`src/hw/rtl/assert_macros.svh`:
```
// Assertion macros used by the generator RTL.
`ifndef ASSERT_MACROS_SVH
`define ASSERT_MACROS_SVH

// Same-cycle implication.
`define PCR_ASSERT_IMP(lbl, clk, rst_n, ante, cons, msg) \
  lbl: assert property (@(posedge clk) disable iff (!(rst_n)) (ante) |-> (cons)) \
    else $error(msg);

// Next-cycle implication.
`define PCR_ASSERT_NXT(lbl, clk, rst_n, ante, cons, msg) \
  lbl: assert property (@(posedge clk) disable iff (!(rst_n)) (ante) |=> (cons)) \
    else $error(msg);

`endif

```
`src/hw/rtl/pcr_pkg.sv`:
```
// Types and constants of the Philox-4x32 generator.
`default_nettype none

package pcr_pkg;

  localparam logic [31:0] MUL_A  = 32'hD2511F53;
  localparam logic [31:0] MUL_B  = 32'hCD9E8D57;
  localparam logic [31:0] WEYL_A = 32'h9E3779B9;
  localparam logic [31:0] WEYL_B = 32'hBB67AE85;

  localparam int unsigned BLK_W  = 30;
  localparam int unsigned WORD_W = 32;
  localparam int unsigned CNT_W  = 3;
  localparam int unsigned BASE_W = 64;

  typedef enum logic [1:0] {
    REG_KEY_LOW      = 2'd0,
    REG_KEY_HIGH     = 2'd1,
    REG_COUNTER_BASE = 2'd2,
    REG_WORD_LIMIT   = 2'd3
  } cfg_reg_t;

  // Counter words in flight plus the count of in-range words.
  typedef struct packed {
    logic [WORD_W-1:0] x0;
    logic [WORD_W-1:0] x1;
    logic [WORD_W-1:0] x2;
    logic [WORD_W-1:0] x3;
    logic [CNT_W-1:0]  valid_words;
  } state_t;

endpackage

`default_nettype wire

```
`src/hw/rtl/pcr_round.sv`:
```
// One registered Philox round: two 32x32 multiplies and the key mix.
`default_nettype none

module pcr_round #(
  parameter int unsigned ROUND = 0
) (
  input  wire logic                       clk,
  input  wire logic                       rst_n,
  input  wire logic                       load,
  input  wire logic                       vld_in,
  input  wire pcr_pkg::state_t            dat_in,
  input  wire logic [pcr_pkg::WORD_W-1:0] key_low,
  input  wire logic [pcr_pkg::WORD_W-1:0] key_high,
  output logic                            vld_r,
  output pcr_pkg::state_t                 dat_r
);

  // Weyl offsets for this round, fixed at elaboration.
  localparam logic [63:0] OFS_A = 64'(ROUND) * 64'(pcr_pkg::WEYL_A);
  localparam logic [63:0] OFS_B = 64'(ROUND) * 64'(pcr_pkg::WEYL_B);

  logic [pcr_pkg::WORD_W-1:0]   k0;
  logic [pcr_pkg::WORD_W-1:0]   k1;
  logic [2*pcr_pkg::WORD_W-1:0] pa;
  logic [2*pcr_pkg::WORD_W-1:0] pb;
  pcr_pkg::state_t              dat_nxt;

  always_comb begin
    k0 = key_low + OFS_A[pcr_pkg::WORD_W-1:0];
    k1 = key_high + OFS_B[pcr_pkg::WORD_W-1:0];
    pa = 64'(dat_in.x0) * 64'(pcr_pkg::MUL_A);
    pb = 64'(dat_in.x2) * 64'(pcr_pkg::MUL_B);
    dat_nxt.x0 = pb[63:32] ^ dat_in.x1 ^ k0;
    dat_nxt.x1 = pb[31:0];
    dat_nxt.x2 = pa[63:32] ^ dat_in.x3 ^ k1;
    dat_nxt.x3 = pa[31:0];
    dat_nxt.valid_words = dat_in.valid_words;
  end

  always_ff @(posedge clk) begin
    if (!rst_n) begin
      vld_r <= 1'b0;
    end else if (load) begin
      vld_r <= vld_in;
    end
  end

  always_ff @(posedge clk) begin
    if (load && vld_in) begin
      dat_r <= dat_nxt;
    end
  end

endmodule

`default_nettype wire

```
`config.mk`:
```
export PLATFORM = sky130hd
export DESIGN_NAME = pcr_round
export DESIGN_NICKNAME = d
export VERILOG_FILES = /design/src/hw/rtl/assert_macros.svh /design/src/hw/rtl/pcr_pkg.sv /design/src/hw/rtl/pcr_round.sv
export SDC_FILE = /design/constraint.sdc
export NUM_CORES = 2
export LEC_CHECK = 0
export ABC_AREA = 1
export BUFFER_PORTS_ARGS = -buffer_cell sky130_fd_sc_hd__buf_2
export CAP_MARGIN = 20
export CELL_PAD_IN_SITES_DETAIL_PLACEMENT = 0
export CELL_PAD_IN_SITES_GLOBAL_PLACEMENT = 1
export CORE_MARGIN = 2
export CORE_UTILIZATION = 40
export DETAILED_ROUTE_END_ITERATION = 8
export PLACE_DENSITY = 0.8
export SYNTH_ARGS = -nofsm -noshare
export SYNTH_HDL_FRONTEND = slang
export SYNTH_SLANG_ARGS = --single-unit
```
`constraint.sdc`:
```
create_clock -name clk -period 10.7 [get_ports clk]
set_input_delay 2.14 -clock clk [delete_from_list [all_inputs] [get_ports clk]]
set_output_delay 2.14 -clock clk [all_outputs]
set_load 0.005 [all_outputs]
```
Word level (Yosys, flattened, before mapping)
Cells that the tools add are included. Widths: inputs -> output; s select.

Output and inout bits: 132. Logic and storage cells: 13. Bits in registers: 132. Input bits: 199.

Reductions and logical operators: 1. Bitwise logic cells: 4. Multipliers: 2.

Operators by type and width (count): $mul 32x32->64 const B (2); $xor 32x32->32 (4); $logic_and 1x1->1 (1).

Longest topological paths before layout
Depth in word-level cells: 3. Gate-level depth with buffers: 30.

Worst setup path before layout
OpenSTA, ideal clock, no wires.

Kind: in2reg. Start point: input dat_in[115] (netlist name). End point: register dat_r[65] (netlist name), data pin. Setup slack: 3.048 ns. Setup time: 0.249 ns. Buffers on the path: 0. Cell stages on the path: 26. Arrival: 7.403 ns. Data required time: 10.451 ns. Path through: inv_1 -> fa_1 -> fa_1 -> inv_1 -> fa_1 -> inv_1 -> fa_1 -> inv_1 -> fa_1 -> fa_1 -> fa_1 -> inv_1 -> fa_1 -> inv_1 -> ha_1 -> nand2_2 -> nor2_1 -> inv_1 -> nor3_1 -> nand2_1 -> nand2_2 -> nand2_1 -> nand2_1 -> nand2_1 -> nand2_1 -> inv_1.

RTL lines: start, declared (line pcr_round.sv:11) `input wire pcr_pkg::state_t dat_in,`; end signal, assigned (line pcr_round.sv:50) `dat_r <= dat_nxt;`; end, declared (line pcr_round.sv:15) `output pcr_pkg::state_t dat_r`.

==> flow_metrics.py <==
metrics = {
    "run_status": {
        "status": "finished, final reports clean",
    },
    "setup_path": {
        "ff2ff_setup_slack_ns": 10.14,
        "crit_type": "in -> reg",
        "path_delay_family": "adder cells",
        "crit_chain": "buf_2, inv_1, fa_1, fa_1, inv_1, fa_1, inv_1, fa_1, inv_1, fa_1, fa_1, fa_1, inv_1, fa_1, inv_1, ha_1, nand2_2, nor2_1, nand2_1, nor2_1, nand2_1, nand3_1, xor2_1",
        "critPathLaunchType": "input port",
        "crit_buf_inv": 7,
        "path_common_cell": "fa_1",
        "slowest_delay_ns": 0.56,
        "cp.required_ns": 10.91,
        "worst-path-max-fanout": 12,
        "worst_setup_path_end_kind": "flip-flop",
        "arrival_ns": 8.94,
        "critPathSlowestCell": "xor2_1",
    },
    "cts": {
        "clkLatencyLatePin_ns": 0.50,
        "h-tree-depth": 4,
        "cts_sinks": 132,
        "root_buffer": "clkbuf_16",
        "clkSlewWorstSetupHoldPaths_ns": 0.07,
        "post_cts_buffers": 0,
        "clock_path_buffers": 2,
        "cts_resized": 0,
        "cts_hold_buf": 0,
        "cts_buffers": 17,
        "tritoncts": "built",
    },
    "global_routing": {
        "grt_pass1_vias": 37600,
        "overflow": 0,
        "top_usage_layer": "met2",
        "antenna_found_initial": 5,
        "met2_usage": 0.425,
        "grt_max_degree": 76,
        "grtUsageMet3": 0.0449,
        "grt_pass1_wl_um": 229000,
        "grt_use_total": 0.257,
        "gr-usage-met1": 0.347,
    },
    "synth": {
        "synth.area.mux_share": 0,
        "syn-instance-count": 5365,
        "synthSimpleGateAreaFrac": 0.121,
        "ys_seq_area_frac": 0.0841,
        "synth_top_family_by_area": "adder cells",
        "avgSynthCellArea_um2": 8.76,
        "synth-adder-area-share": 0.587,
        "synth_compound_area_frac": 0.0249,
        "ys_warn_count": 0,
        "async_flop_share": 0,
        "synth-main-ff-cell": "edfxtp_1",
        "yosys-top-cells-area": "fa_1 (36%), ha_1 (23%), inv_1 (14%)",
        "ys_types": 35,
        "synth_top_cell_by_area": "fa_1",
        "synth_top_area_share": 0.358,
        "synth_edf_count": 131,
        "synth_nets": 7265,
        "synthXorXnorAreaFrac": 0.0434,
        "ys_seq_elements": 132,
        "netlist_area_um2": 47000,
    },
    "layout": {
        "layout_common_cells": "inv_1 (1,732), nand2_1 (931), ha_1 (860), fa_1 (841), buf_2 (330)",
        "syn_to_final_growth_pct": 8.90,
        "final_cell_area_um2": 51200,
        "final_common_cell": "inv_1",
        "drive_gt1_frac": 0.0794,
        "nets": 7615,
    },
    "die": {
        "ioPinCount": 331,
        "fp.dieArea_um2": 120000,
        "start_util": 0.404,
        "rows": 125,
        "coreArea_um2": 116000,
        "die_x_um": 347,
        "die_y_um": 347,
    },
    "timing": {
        "maxSlewViolCount": 0,
        "fin_crit_sh": 0.816,
        "clock_skew_ns": 0,
        "setup_viol_count_final": 0,
        "slew_headroom": 0.356,
        "finalCriticalPeriod_ns": 8.73,
        "worst_slew_pin_slew_ns": 0.966,
        "hold_viol_final": 0,
        "setup_ws_ns": 1.97,
        "fmax_mhz": 115,
        "rsz0062_at_grt": "false",
        "finalSetupTns_ns": 0,
    },
    "route": {
        "drtAntennaViolNets": 0,
        "drtIter0Drc": 2188,
        "wire_per_inst_um": 20.8,
        "route.final.wire_length_um": 151000,
        "drt-pass1-iter-count": 5,
        "via_per_inst": 4.82,
        "vias": 35000,
        "drc": 0,
    },
    "placement": {
        "gp_congestion": 0.982,
        "port_buffers": 330,
        "dp_hpwl_um": 135000,
        "place_ws_ns": 1.54,
        "place_area_um2": 50600,
    },
    "job": {
        "max_cap_violations": 0,
    },
    "hold_path": {
        "holdCritPathClass": "reg -> reg",
    },
}
[routing by layer]
| layer | wire length [µm] | vias up |
|---|---|---|
| met3 | 10000 | 130 |
| met4 | 4090 | 4 |
| met1 | 66300 | 17300 |
| li1 | - | 16500 |
| met2 | 70100 | 988 |
| met5 | 27 | - |
[Yosys cell counts (2+ instances only)]
cell,count
inv_1,1733
nand2_1,931
ha_1,860
fa_1,841
nor2_1,173
edfxtp_1,131
xor2_1,127
a21oi_1,126
xnor2_1,106
nand3_1,89
o21bai_1,36
o21ai_0,35
nand2_2,26
nand4_1,26
nor2_2,21
nand3b_1,20
nor3_1,15
nand3_2,12
nor3_2,11
a21o_1,8
inv_2,6
and2_1,5
nor2_4,5
or2_2,5
o21ai_1,4
nor4_1,3
nor4_2,2
[flip-flops by register name, indices dropped and copies added, names as in the netlist]
name and flops:
dat_r 131, vld_r 1
[worst paths after layout]
check / depth (start not counted) / endpoint / from
worst max-delay path: 23 / dat_r[32] / dat_in[113]
worst min-delay path: 2 / vld_r / vld_r
worst max register to register: 2 / vld_r / vld_r
worst min register to register: 2 / vld_r / vld_r
[cell families after synthesis]
kind of cell / count (synthesis)
adder cells (fa/ha/maj): 1701
XOR/XNOR: 233
AO/OA/AOI/OAI: 211
AND/OR/NAND/NOR: 1349
buffers and inverters: 1739
flip-flops: 132
[layout make-up]
| cell class | instances | area, µm² |
|---|---|---|
| sequential | 132 | 3950 |
| clock buffer | 17 | 425 |
| fill | 11600 | 65200 |
| timing repair buffer | 331 | 1660 |
| antenna | 1 | 2.50 |
| clock inverter | 15 | 186 |
| tap | 1524 | 1910 |
| multi-input combinational | 3494 | 36500 |
| inverter | 1739 | 6530 |
[tightest hold or removal path: stages (launching register included)]
cell and delay [ns]:
dfxtp_1 0.31, nand2_1 0.05, a21boi_0 0.06
[stage by stage]
| step | cells | utilization | hold slack, ns |
|---|---|---|---|
| finish | 7253 | 0.440 | 0.465 |
| global route | 7252 | 0.440 | 0.488 |
| CTS | 7252 | 0.440 | 0.469 |
| detailed placement | 7220 | 0.435 | 0.457 |
| global placement | 7220 | 0.435 | 0.455 |
| floorplan | 5365 | - | 0.464 |
Power is not shown: default switching activity piles up to over one toggle a cycle in this logic, so the estimate is an artifact.
